## config.mk

```make
export PLATFORM = sky130hd
export DESIGN_NAME = modbus_read_request_framer
export DESIGN_NICKNAME = d
export VERILOG_FILES = /design/src/rtl/core/mrrf_pkg.sv /design/src/rtl/core/modbus_read_request_framer.sv /design/src/rtl/core/mrrf_front.sv /design/src/rtl/core/mrrf_queue.sv /design/src/rtl/core/mrrf_back.sv
export VERILOG_INCLUDE_DIRS = /design/src /design/src/rtl/core
export SDC_FILE = /design/constraint.sdc
export NUM_CORES = 1
export LEC_CHECK = 0
export ABC_AREA = 1
export BUFFER_PORTS_ARGS = -buffer_cell sky130_fd_sc_hd__buf_2
export CORE_ASPECT_RATIO = 0.6
export CORE_UTILIZATION = 50
export CTS_BUF_LIST = sky130_fd_sc_hd__clkbuf_4
export CTS_CLUSTER_DIAMETER = 150
export DETAILED_ROUTE_END_ITERATION = 7
export GPL_ROUTABILITY_DRIVEN = 0
export GPL_TIMING_DRIVEN = 1
export PLACE_DENSITY = 0.68
export SLEW_MARGIN = 5
export SYNTH_ARGS = -nofsm -noshare
export SYNTH_HDL_FRONTEND = slang
export SYNTH_SLANG_ARGS = --single-unit
```

## constraint.sdc

```tcl
create_clock -name clock -period 6.9 [get_ports clock]
set_clock_uncertainty 0.1 [all_clocks]
set_input_delay 1.035 -clock clock [delete_from_list [all_inputs] [get_ports clock]]
set_output_delay 1.035 -clock clock [all_outputs]
set_load 0.01 [all_outputs]
```

## src/rtl/core/modbus_read_request_framer_defines.svh

```systemverilog
// ----------------------------------------------------------------------------
// modbus read request framer assertion macros
// shared concurrent assertion helpers for the framer rtl
// ----------------------------------------------------------------------------
`ifndef MODBUS_READ_REQUEST_FRAMER_DEFINES_SVH
`define MODBUS_READ_REQUEST_FRAMER_DEFINES_SVH

// same-cycle implication, checked outside reset
`define MRRF_ASSERT_IMPL(label, clk, rst, ante, cons, msg) \
   label: assert property (@(posedge clk) disable iff (rst) (ante) |-> (cons)) \
      else $error(msg);

// next-cycle implication, checked outside reset
`define MRRF_ASSERT_NEXT(label, clk, rst, ante, cons, msg) \
   label: assert property (@(posedge clk) disable iff (rst) (ante) |=> (cons)) \
      else $error(msg);

`endif

```

## src/rtl/core/mrrf_pkg.sv

```systemverilog
// ----------------------------------------------------------------------------
// mrrf_pkg
// types, constants and the crc step shared by the read request framer
// ----------------------------------------------------------------------------
`default_nettype none

package mrrf_pkg;

   // request plan
   localparam int REQUEST_COUNT = 8;
   localparam int QUEUE_DEPTH   = 2;

   // frame constants
   localparam logic [15:0] CRC_INIT    = 16'hFFFF;
   localparam logic [15:0] CRC_POLY    = 16'hA001;
   localparam logic [15:0] BLOCK_BASE  = 16'd10016;
   localparam logic [15:0] BLOCK_REGS  = 16'd120;
   localparam logic [15:0] FIRST_REGS  = 16'd15;

   // configuration register indexes
   localparam logic [1:0] CSR_SLAVE_ADDRESS       = 2'd0;
   localparam logic [1:0] CSR_FIRST_BLOCK_ADDRESS = 2'd1;
   localparam logic [1:0] CSR_FUNCTION_CODE       = 2'd2;

   // byte positions within the frame
   localparam logic [2:0] POS_SLAVE      = 3'd0;
   localparam logic [2:0] POS_FUNCTION   = 3'd1;
   localparam logic [2:0] POS_START_HIGH = 3'd2;
   localparam logic [2:0] POS_START_LOW  = 3'd3;
   localparam logic [2:0] POS_COUNT_HIGH = 3'd4;
   localparam logic [2:0] POS_COUNT_LOW  = 3'd5;
   localparam logic [2:0] POS_CRC_LOW    = 3'd6;
   localparam logic [2:0] POS_CRC_HIGH   = 3'd7;

   // configuration seen by the back end
   typedef struct packed {
      logic [7:0] slave_address;
      logic [7:0] function_code;
   } mrrf_cfg_type;

   // classified request handed from front to back
   typedef struct packed {
      logic [15:0] reg_start;
      logic        first_block;
   } mrrf_desc_type;

   // crc-16/modbus update over one byte, reflected, lsb first
   function automatic logic [15:0] crc16_update(input logic [15:0] crc,
                                                input logic [7:0]  data);
      logic [15:0] c;
      c = crc ^ {8'h00, data};
      for (int b = 0; b < 8; b++) begin
         c = c[0] ? ((c >> 1) ^ CRC_POLY) : (c >> 1);
      end
      return c;
   endfunction

endpackage

`default_nettype wire

```

## src/rtl/core/modbus_read_request_framer.sv

```systemverilog
// ----------------------------------------------------------------------------
// modbus_read_request_framer
// turns a request index into an 8-byte modbus rtu read request frame
// ----------------------------------------------------------------------------
// usage
//   request channel: drive req_request_index and raise req_push; the request
//   is taken at a clock edge where req_full is low. indexes at or beyond the
//   plan length are dropped and give no bytes.
//   result channel: while rsp_empty is low one frame byte waits on rsp_*;
//   raise rsp_pop to take it. bytes leave in wire order, position 0 to 7,
//   with rsp_last_of_frame set on the crc high byte.
//   configuration: csr_write_enable with csr_index and csr_write_data writes
//   slave address, first block address or function code.
// timing
//   with the back end idle, a taken request goes into the queue, then its
//   first byte into the output register. the back end sequencer gives one
//   byte per cycle while the receiver pops; each header byte enters the crc.
//   a two-entry request queue sits between the front and the back end.
// reset and stall
//   reset restores the default configuration and empties the queue and the
//   output register. while the receiver holds off, the current byte stays
//   put, the queue fills and req_full rises once it holds two requests.
// ----------------------------------------------------------------------------
`default_nettype none

module modbus_read_request_framer import mrrf_pkg::*; (
   input  wire logic          clock,
   input  wire logic          reset,
   // configuration port
   input  wire logic          csr_write_enable,
   input  wire logic [1:0]    csr_index,
   input  wire logic [15:0]   csr_write_data,
   // request channel
   input  wire logic          req_push,
   output logic               req_full,
   input  wire logic [2:0]    req_request_index,
   // result channel
   output logic               rsp_empty,
   input  wire logic          rsp_pop,
   output logic [7:0]         rsp_frame_byte,
   output logic [2:0]         rsp_byte_position,
   output logic               rsp_last_of_frame
);

   mrrf_cfg_type  cfg;
   mrrf_desc_type push_desc;
   mrrf_desc_type head_desc;
   logic          q_push, q_full, q_pop, q_empty;

   // front end: configuration and request classification
   mrrf_front u_front (
      .clock             (clock),
      .reset             (reset),
      .csr_write_enable  (csr_write_enable),
      .csr_index         (csr_index),
      .csr_write_data    (csr_write_data),
      .cfg               (cfg),
      .req_push          (req_push),
      .req_full          (req_full),
      .req_request_index (req_request_index),
      .q_push            (q_push),
      .q_full            (q_full),
      .q_desc            (push_desc)
   );

   // request queue
   mrrf_queue u_queue (
      .clock     (clock),
      .reset     (reset),
      .push      (q_push),
      .push_desc (push_desc),
      .full      (q_full),
      .pop       (q_pop),
      .head_desc (head_desc),
      .empty     (q_empty)
   );

   // back end: frame sequencer and output register
   mrrf_back u_back (
      .clock             (clock),
      .reset             (reset),
      .cfg               (cfg),
      .q_desc            (head_desc),
      .q_empty           (q_empty),
      .q_pop             (q_pop),
      .rsp_empty         (rsp_empty),
      .rsp_pop           (rsp_pop),
      .rsp_frame_byte    (rsp_frame_byte),
      .rsp_byte_position (rsp_byte_position),
      .rsp_last_of_frame (rsp_last_of_frame)
   );

endmodule

`default_nettype wire

```

## src/rtl/core/mrrf_front.sv

```systemverilog
// ----------------------------------------------------------------------------
// mrrf_front
// holds configuration, accepts requests and works out their start address
// ----------------------------------------------------------------------------
`default_nettype none

`include "modbus_read_request_framer_defines.svh"

module mrrf_front import mrrf_pkg::*; (
   input  wire logic          clock,
   input  wire logic          reset,
   // configuration
   input  wire logic          csr_write_enable,
   input  wire logic [1:0]    csr_index,
   input  wire logic [15:0]   csr_write_data,
   output mrrf_cfg_type       cfg,
   // request side
   input  wire logic          req_push,
   output logic               req_full,
   input  wire logic [2:0]    req_request_index,
   // descriptor queue side
   output logic               q_push,
   input  wire logic          q_full,
   output mrrf_desc_type      q_desc
);

   logic [7:0]  slave_address_ff,       slave_address_in;
   logic [15:0] first_block_address_ff, first_block_address_in;
   logic [7:0]  function_code_ff,       function_code_in;

   logic        accept;
   logic        in_plan;
   logic [2:0]  index_m1;

   // configuration register writes
   always_comb begin
      slave_address_in       = slave_address_ff;
      first_block_address_in = first_block_address_ff;
      function_code_in       = function_code_ff;
      if (csr_write_enable) begin
         unique case (csr_index)
            CSR_SLAVE_ADDRESS:       slave_address_in       = csr_write_data[7:0];
            CSR_FIRST_BLOCK_ADDRESS: first_block_address_in = csr_write_data;
            CSR_FUNCTION_CODE:       function_code_in       = csr_write_data[7:0];
            default: ;
         endcase
      end
   end

   always_ff @(posedge clock) begin
      if (reset) begin
         slave_address_ff       <= 8'd1;
         first_block_address_ff <= 16'd0;
         function_code_ff       <= 8'd4;
      end else begin
         slave_address_ff       <= slave_address_in;
         first_block_address_ff <= first_block_address_in;
         function_code_ff       <= function_code_in;
      end
   end

   assign cfg.slave_address = slave_address_ff;
   assign cfg.function_code = function_code_ff;

   // accept and classify the request
   assign req_full = q_full;
   assign accept   = req_push && !q_full;
   assign in_plan  = 32'(req_request_index) < REQUEST_COUNT;
   assign q_push   = accept && in_plan;
   assign index_m1 = req_request_index - 3'd1;

   always_comb begin
      q_desc.first_block = (req_request_index == 3'd0);
      if (req_request_index == 3'd0) begin
         q_desc.reg_start = first_block_address_ff;
      end else begin
         q_desc.reg_start = BLOCK_BASE + 16'(index_m1) * BLOCK_REGS;
      end
   end

   // checks
   `MRRF_ASSERT_IMPL(a_push_only_on_accept, clock, reset, q_push, req_push && !req_full,
      "descriptor pushed without an accepted request")
   `MRRF_ASSERT_NEXT(a_cfg_slave_write, clock, reset,
      csr_write_enable && csr_index == CSR_SLAVE_ADDRESS,
      cfg.slave_address == $past(csr_write_data[7:0]),
      "slave address write not taken")

endmodule

`default_nettype wire

```

## src/rtl/core/mrrf_queue.sv

```systemverilog
// ----------------------------------------------------------------------------
// mrrf_queue
// short descriptor queue between the front and the back end
// ----------------------------------------------------------------------------
`default_nettype none

`include "modbus_read_request_framer_defines.svh"

module mrrf_queue import mrrf_pkg::*; (
   input  wire logic    clock,
   input  wire logic    reset,
   input  wire logic    push,
   input  mrrf_desc_type push_desc,
   output logic         full,
   input  wire logic    pop,
   output mrrf_desc_type head_desc,
   output logic         empty
);

   localparam int PTR_W = (QUEUE_DEPTH > 1) ? $clog2(QUEUE_DEPTH) : 1;
   localparam int CNT_W = $clog2(QUEUE_DEPTH + 1);
   localparam logic [PTR_W-1:0] LAST_PTR = PTR_W'(QUEUE_DEPTH - 1);
   localparam logic [CNT_W-1:0] DEPTH_CNT = CNT_W'(QUEUE_DEPTH);

   mrrf_desc_type     entry_ff [QUEUE_DEPTH];
   logic [PTR_W-1:0]  wr_ptr_ff, wr_ptr_in;
   logic [PTR_W-1:0]  rd_ptr_ff, rd_ptr_in;
   logic [CNT_W-1:0]  count_ff,  count_in;
   logic              do_push, do_pop;

   assign full      = (count_ff == DEPTH_CNT);
   assign empty     = (count_ff == '0);
   assign do_push   = push && !full;
   assign do_pop    = pop && !empty;
   assign head_desc = entry_ff[rd_ptr_ff];

   // pointer and fill count update
   always_comb begin
      wr_ptr_in = wr_ptr_ff;
      rd_ptr_in = rd_ptr_ff;
      count_in  = count_ff;
      if (do_push) begin
         wr_ptr_in = (wr_ptr_ff == LAST_PTR) ? '0 : wr_ptr_ff + PTR_W'(1);
      end
      if (do_pop) begin
         rd_ptr_in = (rd_ptr_ff == LAST_PTR) ? '0 : rd_ptr_ff + PTR_W'(1);
      end
      priority if (do_push && !do_pop) begin
         count_in = count_ff + CNT_W'(1);
      end else if (do_pop && !do_push) begin
         count_in = count_ff - CNT_W'(1);
      end
   end

   always_ff @(posedge clock) begin
      if (reset) begin
         wr_ptr_ff <= '0;
         rd_ptr_ff <= '0;
         count_ff  <= '0;
      end else begin
         wr_ptr_ff <= wr_ptr_in;
         rd_ptr_ff <= rd_ptr_in;
         count_ff  <= count_in;
      end
   end

   // entry storage
   always_ff @(posedge clock) begin
      if (do_push) begin
         entry_ff[wr_ptr_ff] <= push_desc;
      end
   end

   // checks
   `MRRF_ASSERT_IMPL(a_count_bound, clock, reset, 1'b1, count_ff <= DEPTH_CNT,
      "queue fill count beyond depth")
   `MRRF_ASSERT_NEXT(a_push_grows, clock, reset, do_push && !do_pop,
      count_ff == $past(count_ff) + CNT_W'(1), "queue count did not grow on push")

endmodule

`default_nettype wire

```

## src/rtl/core/mrrf_back.sv

```systemverilog
// ----------------------------------------------------------------------------
// mrrf_back
// frame sequencer: builds the eight frame bytes and the crc; while the receiver pops, one per cycle
// ----------------------------------------------------------------------------
`default_nettype none

`include "modbus_read_request_framer_defines.svh"

module mrrf_back import mrrf_pkg::*; (
   input  wire logic          clock,
   input  wire logic          reset,
   input  mrrf_cfg_type       cfg,
   // descriptor queue side
   input  mrrf_desc_type      q_desc,
   input  wire logic          q_empty,
   output logic               q_pop,
   // result side
   output logic               rsp_empty,
   input  wire logic          rsp_pop,
   output logic [7:0]         rsp_frame_byte,
   output logic [2:0]         rsp_byte_position,
   output logic               rsp_last_of_frame
);

   logic          busy_ff,  busy_in;
   logic [2:0]    pos_ff,   pos_in;
   logic [15:0]   crc_ff,   crc_in;
   mrrf_desc_type desc_ff;
   logic          valid_ff, valid_in;
   logic [7:0]    byte_ff;
   logic [2:0]    out_pos_ff;
   logic          last_ff;

   logic          advance, load;
   logic [2:0]    cur_pos;
   logic [15:0]   cur_crc;
   mrrf_desc_type cur_desc;
   logic [15:0]   reg_count;
   logic [7:0]    cur_byte;

   // output register frees up when empty or taken this cycle
   assign advance  = !valid_ff || rsp_pop;
   assign load     = advance && (busy_ff || !q_empty);
   assign q_pop    = advance && !busy_ff && !q_empty;

   // current frame source: running frame or the next queued request
   assign cur_pos   = busy_ff ? pos_ff  : POS_SLAVE;
   assign cur_crc   = busy_ff ? crc_ff  : CRC_INIT;
   assign cur_desc  = busy_ff ? desc_ff : q_desc;
   assign reg_count = cur_desc.first_block ? FIRST_REGS : BLOCK_REGS;

   // byte select
   always_comb begin
      unique case (cur_pos)
         POS_SLAVE:      cur_byte = cfg.slave_address;
         POS_FUNCTION:   cur_byte = cfg.function_code;
         POS_START_HIGH: cur_byte = cur_desc.reg_start[15:8];
         POS_START_LOW:  cur_byte = cur_desc.reg_start[7:0];
         POS_COUNT_HIGH: cur_byte = reg_count[15:8];
         POS_COUNT_LOW:  cur_byte = reg_count[7:0];
         POS_CRC_LOW:    cur_byte = cur_crc[7:0];
         POS_CRC_HIGH:   cur_byte = cur_crc[15:8];
         default:        cur_byte = 8'h00;
      endcase
   end

   // sequencer next state
   always_comb begin
      busy_in  = busy_ff;
      pos_in   = pos_ff;
      crc_in   = crc_ff;
      valid_in = valid_ff;
      if (advance) begin
         valid_in = load;
      end
      if (load) begin
         busy_in = (cur_pos != POS_CRC_HIGH);
         pos_in  = cur_pos + 3'd1;
         if (cur_pos < POS_CRC_LOW) begin
            crc_in = crc16_update(cur_crc, cur_byte);
         end else begin
            crc_in = cur_crc;
         end
      end
   end

   always_ff @(posedge clock) begin
      if (reset) begin
         busy_ff  <= 1'b0;
         pos_ff   <= POS_SLAVE;
         valid_ff <= 1'b0;
      end else begin
         busy_ff  <= busy_in;
         pos_ff   <= pos_in;
         valid_ff <= valid_in;
      end
   end

   // payload registers
   always_ff @(posedge clock) begin
      if (load) begin
         crc_ff     <= crc_in;
         byte_ff    <= cur_byte;
         out_pos_ff <= cur_pos;
         last_ff    <= (cur_pos == POS_CRC_HIGH);
      end
      if (q_pop) begin
         desc_ff <= q_desc;
      end
   end

   assign rsp_empty         = !valid_ff;
   assign rsp_frame_byte    = byte_ff;
   assign rsp_byte_position = out_pos_ff;
   assign rsp_last_of_frame = last_ff;

   // checks
   `MRRF_ASSERT_NEXT(a_frame_continues, clock, reset,
      valid_ff && rsp_pop && out_pos_ff != POS_CRC_HIGH,
      valid_ff && out_pos_ff == $past(out_pos_ff) + 3'd1,
      "frame byte sequence broken")
   `MRRF_ASSERT_IMPL(a_pop_between_frames, clock, reset, q_pop,
      !busy_ff && !q_empty, "descriptor taken inside a frame")

endmodule

`default_nettype wire
```

[Word level (Yosys, flattened, before mapping)]
Memories as Yosys holds them, arrays and structs flattened. A register that Yosys moved wholly into a read port is not among the register bits.
Cells that the tools add are included.
Cells by class
  add/sub/neg operators: 7
  multipliers: 1
  $lt $le $gt $ge: 1
  eq/ne operators: 11
  multiplexer cells: 23
  bitwise gates (word level): 9
  reductions and logical operators: 24
Operators by type and width (number)
  2-to-1 mux 16 bit: 11
  case mux 8 bit (8 select lines): 1
  NOT 2 -> 3 bit: 8
  2-to-1 mux 17 bit: 1
  XOR 16 x 8 -> 16 bit: 1
  adder 14 x 10 -> 15 bit (first input constant): 1
  equality test 3 bit (second input constant): 4
  logical AND 1 bit: 8
  multiplier 3 x 4 -> 7 bit (second input constant): 1
  2-to-1 mux 7 bit: 1
  equality test 3 x 2 -> 1 bit (second input constant): 2
  zero test 1 bit: 6
  zero test 3 bit: 2
  2-to-1 mux 1 bit: 6
  AND reduction 2 bit: 3
  equality test 2 bit (second input constant): 2
  zero test 2 bit: 2
  2-to-1 mux 2 bit: 2
  adder 3 x 1 -> 3 bit (second input constant): 1
  equality test 3 x 1 -> 1 bit (second input constant): 1
  less-than comparator 3 bit (second input constant): 1
  2-to-1 mux 3 bit: 1
  != test 3 bit (second input constant): 1
  subtractor 3 x 1 -> 3 bit (second input constant): 1
  6 further kinds: 8
Storage, ports and cells
  flip-flop bits (word level): 86
  memory bits (writable): 34
  input port bits: 26
  output and inout bits: 14
  logic and storage cells: 92
  memories kept: 1
Memories
  u_queue.entry_ff: depth 2, bits a word 17, rd ports 1, clocked after memory_dff 1, write ports 1, RTL line mrrf_queue.sv:25  | mrrf_desc_type entry_ff [QUEUE_DEPTH];

[Longest topological paths before layout]
  depth after elaboration: 21
  gate-level depth with buffers: 25
  mapped depth without buffers: 23

[Cells and area by module]
A second synthesis with hierarchy kept.
Second synthesis, totals
  cells, all modules: 747
  area total of the unflattened synthesis: 6403.6 sq um
By module, submodules not included
  mrrf_back: times used 1, cells each 409, area an instance 3158.0 sq um, seq. area each 1451.4 sq um
  mrrf_front: times used 1, cells each 248, area an instance 1711.6 sq um, seq. area each 640.6 sq um
  mrrf_queue: times used 1, cells each 90, area an instance 1534.0 sq um, seq. area each 1121.1 sq um

[Least setup slack after synthesis]
No wires, ideal clock.
  path kind: in2reg
  start point: in req_request_index[0]
  end point: mem u_queue.entry_ff[0][10] (netlist bit), data pin
  setup time: 0.261 ns
  arrival: 3.356 ns
  required time: 6.539 ns
  path slack: 3.183 ns
  cell stages on the path: 14
  buffers on the path: 0
  cell sequence: inv_1 > ha_1 > xor2_1 > ha_1 > xor2_1 > inv_1 > ha_1 > inv_1 > fa_1 > or2_2 > nand2_1 > a21o_1 > o21ai_0 > o22a_1
RTL lines
  start: declaration: RTL line modbus_read_request_framer.sv:36  | input wire logic [2:0] req_request_index,
  end: declaration: RTL line mrrf_queue.sv:25

[Final worst setup path]
  start point: reg u_back.busy_ff
  end point: reg u_back.crc_ff[0], data pin
Between the ends
  longest elaborated chain between the ends: 14
  elaborated cells between the ends (all ways): 32
  those cells by class: order compare: 1; eq/ne: 7; mux: 14; bitwise: 9; reduce/logical: 1
RTL lines
  start: declaration: RTL line mrrf_back.sv:25  | logic busy_ff, busy_in;
  start signal: assignment: RTL line mrrf_back.sv:93  | busy_ff <= busy_in;
  2-to-1 mux 3 bit or 2-to-1 mux 17 bit (tied branches): RTL line mrrf_back.sv:47, mrrf_back.sv:49
  equality test 3 bit, or another cell as far along: RTL line mrrf_back.sv:54  | unique case (cur_pos)
  case mux 8 bit (8 select lines): RTL line mrrf_back.sv:54
  XOR 16 x 8 -> 16 bit: RTL line mrrf_pkg.sv:51  | c = crc ^ {8'h00, data};
  2-to-1 mux 16 bit or NOT 2 -> 3 bit (tied branches) (6 in a row)
  NOT 2 -> 3 bit (no source line) or 2-to-1 mux 16 bit (tied branches)
  2-to-1 mux 16 bit (2 in a row): RTL line mrrf_pkg.sv:53  | c = c[0] ? ((c >> 1) ^ CRC_POLY) : (c >> 1);
  2-to-1 mux 16 bit *: RTL line mrrf_back.sv:79  | if (cur_pos < POS_CRC_LOW) begin
  named net u_back.crc_in[0]: RTL line mrrf_back.sv:27  | logic [15:0] crc_ff, crc_in;
  end signal: assignment: RTL line mrrf_back.sv:102  | crc_ff <= crc_in;
  end: declaration: RTL line mrrf_back.sv:27
The timed path passes the listed nets; every way through them passes the cells marked *.
A chain may end at the register's enable or synchronous reset.

==> out/summary.md <==
The maximum clock rate is 256 MHz, and the proportion of netlist area held by the largest area contributor is 38.5%. The die is 145 um wide. The count of buffers added on input and output ports is 39.

Measured along the y axis, the die boundary spans 88.0 um. Cell family contributing the most delay on the critical path: simple AND/OR/NAND/NOR gates. The tools report the required time of the worst setup path as 7090 ps. The signal on the critical path passes through nand2_1, inv_1, ha_1, nor2_1, nand3b_4, nand2_1, nor2_1, nand3_1, nand2_2, nand2_1, nand2_1, nand2_1, nand2_1, inv_2, nand2_2, nand2_2, nand2_2, nand2_2, nand2_1, nand3_1, nand3_1, nand2_1. For the initial antenna violation count, the log shows 0.

Setup repair after global routing left no endpoint under its margin. TritonCTS built the clock tree. Once the floorplan was initialized, standard cells occupied 53.0% of the core. The number of hold buffers added after CTS was 0. Measured against its own limit, the worst slew margin works out to 32.1%. The run gives 0 as the final-report max-slew violation count. Via count of the first global-routing pass: 4656. The final critical path time including I/O delays and setup was 3900 ps.

Buffers inserted during clock tree synthesis total 17. The internal power was 1.78 mW; the logic gate share of total power was 42.0%. Max-cap violations in this run came to 0. The commonest non-fill, non-tap cell in the layout is nand2_1.

Summed over all cells, the static leakage comes to 3.05 nW. The aggregate negative setup slack was 0 ps. The number of buffers inserted to repair setup after CTS is 0.

For the count of endpoints failing hold in the final timing report, the log shows 0. The first TritonRoute pass finished after 5 iterations. For the part of the Yosys area used for sequential elements, the log shows 52.1%. After detailed routing, the total wire length is 14.7 mm. The post-route DRC violation count was 0; the largest net degree at the start of global routing was 43. The tools report the total core area as 11600 um2. In this run, post-CTS repair resized a total of 0 instances. For this run, asynchronously set or reset flops after synthesis account for 0%. After layout, the worst path uses 56.6% of the clock period. The die covers 12800 um2. For the pin with the worst max-slew slack, the measured transition is 1020 ps. The first global-routing pass estimated 23.9 mm of wire.

Counting stages on the worst path, the most repeated cell is nand2_1. HPWL after detailed placement: 10.7 mm. The routed layout has 5013 vias.

The setup check on the worst reg-to-reg path leaves a slack of 3000 ps. The number of different library cells used by synthesis comes to 39. Ranked by total cell area, the synthesized netlist is headed by edfxtp_1, dfxtp_1, nand2_1. Summed over all instances, the cell type with the most area after synthesis is edfxtp_1. The critical path is of the flip-flop to flip-flop type.

The slowest stage of the critical path belongs to the cell dfxtp_1. Counting both buffers and inverters, the worst setup path holds a total of 2. Endpoint class of the critical path: a flip-flop.

The kind of path behind the tightest hold check is flip-flop to flip-flop. The top cell types in the final layout, fill and taps aside, are nand2_1, nor2_1, edfxtp_1. The clock network accounts for 18.2% of the total power. Using the TritonRoute via totals, the vias-per-cell ratio works out to 5.32. Of all nets on the critical path, the largest fanout is 19. The overflow left after global routing was 0; the routed wirelength normalized by instance count was 15.6 um. The clock drives 121 sinks. During synthesis, Yosys emitted a total of 0 warnings. The tools report the clock insertion delay at the later pin of the skew report as 520 ps. Global routing used 36.9% of the available met1 tracks.

In this run, the number of DRC markers left after iteration 0 of detailed routing was 457. After synthesis the cells add up to 6160 um2. Dividing total power by cell area gives a power density of 452 nW/um2.

From synthesis to final layout, the design area changed by 9.58%. In the final layout, the share of cells above drive strength 1 is 15.6%. The global routing met2 resource utilization was 35.0%.

The count of nets left with antenna violations once routing finished came out at 0. Registers are responsible for 39.7% of the overall power. The clock root buffer was clkbuf_4. 40 I/O pins were placed.

The H-tree generated during clock tree synthesis spans 4 levels. The synthesized flop and latch total works out to 121. The average instance in the mapped netlist occupies 8.42 um2.

The layer flagged by global routing as most heavily used is met1. The largest voltage drop on the vdd net is 0.202 mV, and the count of flip-flops with a built-in enable after synthesis is 79. The net count after synthesis is 772, and the synthesized instance count is 732. For the number of setup violations in the final report, the log shows 0. For this run, global-route usage on met3 was measured as 7.40%. Global routing consumed, over all layers together, 24.9% of the routing resources. The repair_antennas step left the layout with diodes totalling 0.

Data on the critical path arrives at its endpoint at 4100 ps. In the synthesized netlist the dominant register cell turns out to be edfxtp_1. The clock passes through at most 2 buffers. Clock-pin slew was measured on the worst setup and hold paths at 110 ps. In the final design database the tool counted 809 nets.

The tools report the row count as 30. Once layout is done, the placed cells without fillers occupy 6750 um2. The net switching component of the power was 1.27 mW. In this design, the stage delay of the slowest critical-path cell is 950 ps.

The flow ran to the end, and the final reports show no timing, DRC or antenna violations. The worst setup path is launched from a flip-flop. The share of total power consumed by net switching is 41.7%, and the post-detailed-placement cell area is 6440 um2.
[power by group through the flow]
stage                     Sequential [mW]  Clock, mW  Combinational, mW
after floorplan                      1.19          0              0.989
after global placement               1.22          0               1.23
after detailed placement             1.23          0               1.27
after CTS                            1.21      0.563               1.27
after global routing                 1.24      0.599               1.45
final                                1.21      0.557               1.28
[cell type report]
cell class | instances | area (um2)
timing repair buffer | 42 | 218
tap | 160 | 200
inverter | 78 | 298
clock buffer | 18 | 135
clock inverter | 14 | 176
fill | 1079 | 4880
multi-input combinational | 509 | 2510
sequential | 121 | 3210
[per-stage QoR]
stage	setup slack, ps	hold WS [ps]	utilization [%]	cells	power (mW)
2_1_floorplan	3180	321	-	732	2.18
3_3_place_gp	2920	349	55.4	910	2.45
3_5_place_dp	2670	351	55.4	910	2.50
4_1_cts	3050	367	58.0	942	3.05
5_1_grt	2670	402	58.0	942	3.29
6_report	3000	368	58.0	942	3.06
[tightest hold or removal path: stages, from the launching register on]
cell     delay [ps]
dfxtp_1         310
inv_1            60
a21oi_1          60
[routing by layer]
metal | share of wire (%) | wire length, um | up-vias
met3 | 9.4 | 1390 | 24
met1 | 50 | 7400 | 2332
li1 | - | - | 2469
met2 | 39 | 5750 | 188
met5 | 0 | 0 | -
met4 | 1.2 | 175 | 0
[synthesized netlist by cell type, types with 8 or more instances]
cell type,instances
ha_1,13
nand2_1,169
nand2_2,17
nor2_1,117
o21ai_0,69
dfxtp_1,42
xor2_1,8
edfxtp_1,79
a21oi_1,18
clkbuf_1,9
inv_1,68
nand3_1,50
[kinds of logic (layout without fill, tap and decap cells)]
group / Yosys count / count (layout) / share of synthesized area, %
flip-flops: 121 / 121 / 52.1
buffers and inverters: 102 / 152 / 7.39
AO/OA/AOI/OAI: 98 / 98 / 8.37
AND/OR/NAND/NOR: 387 / 387 / 27.7
XOR/XNOR: 10 / 10 / 1.42
adder cells (fa/ha/maj): 14 / 14 / 2.96
[final timing paths]
kind	to	start	cells after the start
max	u_back.crc_ff[0]$_DFFE_PP_	u_back.busy_ff$_SDFFE_PP0P_	22
min	u_front.first_block_address_ff[2]$_SDFFE_PP0P_	u_front.first_block_address_ff[2]$_SDFFE_PP0P_	2
max reg2reg	u_back.crc_ff[0]$_DFFE_PP_	u_back.busy_ff$_SDFFE_PP0P_	22
min reg2reg	u_front.first_block_address_ff[2]$_SDFFE_PP0P_	u_front.first_block_address_ff[2]$_SDFFE_PP0P_	2
[registers in the layout, indices dropped and copies added, names as in the netlist, named ones only]
register / count
u_queue.rd_ptr_ff: 1
u_front.function_code_ff: 8
u_back.pos_ff: 3
u_back.desc_ff: 17
u_back.busy_ff: 1
u_front.slave_address_ff: 8
u_front.first_block_address_ff: 16
u_back.valid_ff: 1
u_back.rsp_frame_byte: 8
u_queue.wr_ptr_ff: 1
u_back.crc_ff: 16
u_back.rsp_byte_position: 3
u_queue.entry_ff: 34
u_back.rsp_last_of_frame: 1
u_queue.count_ff: 2
No activity file was read; power rests on OpenSTA's default activity.
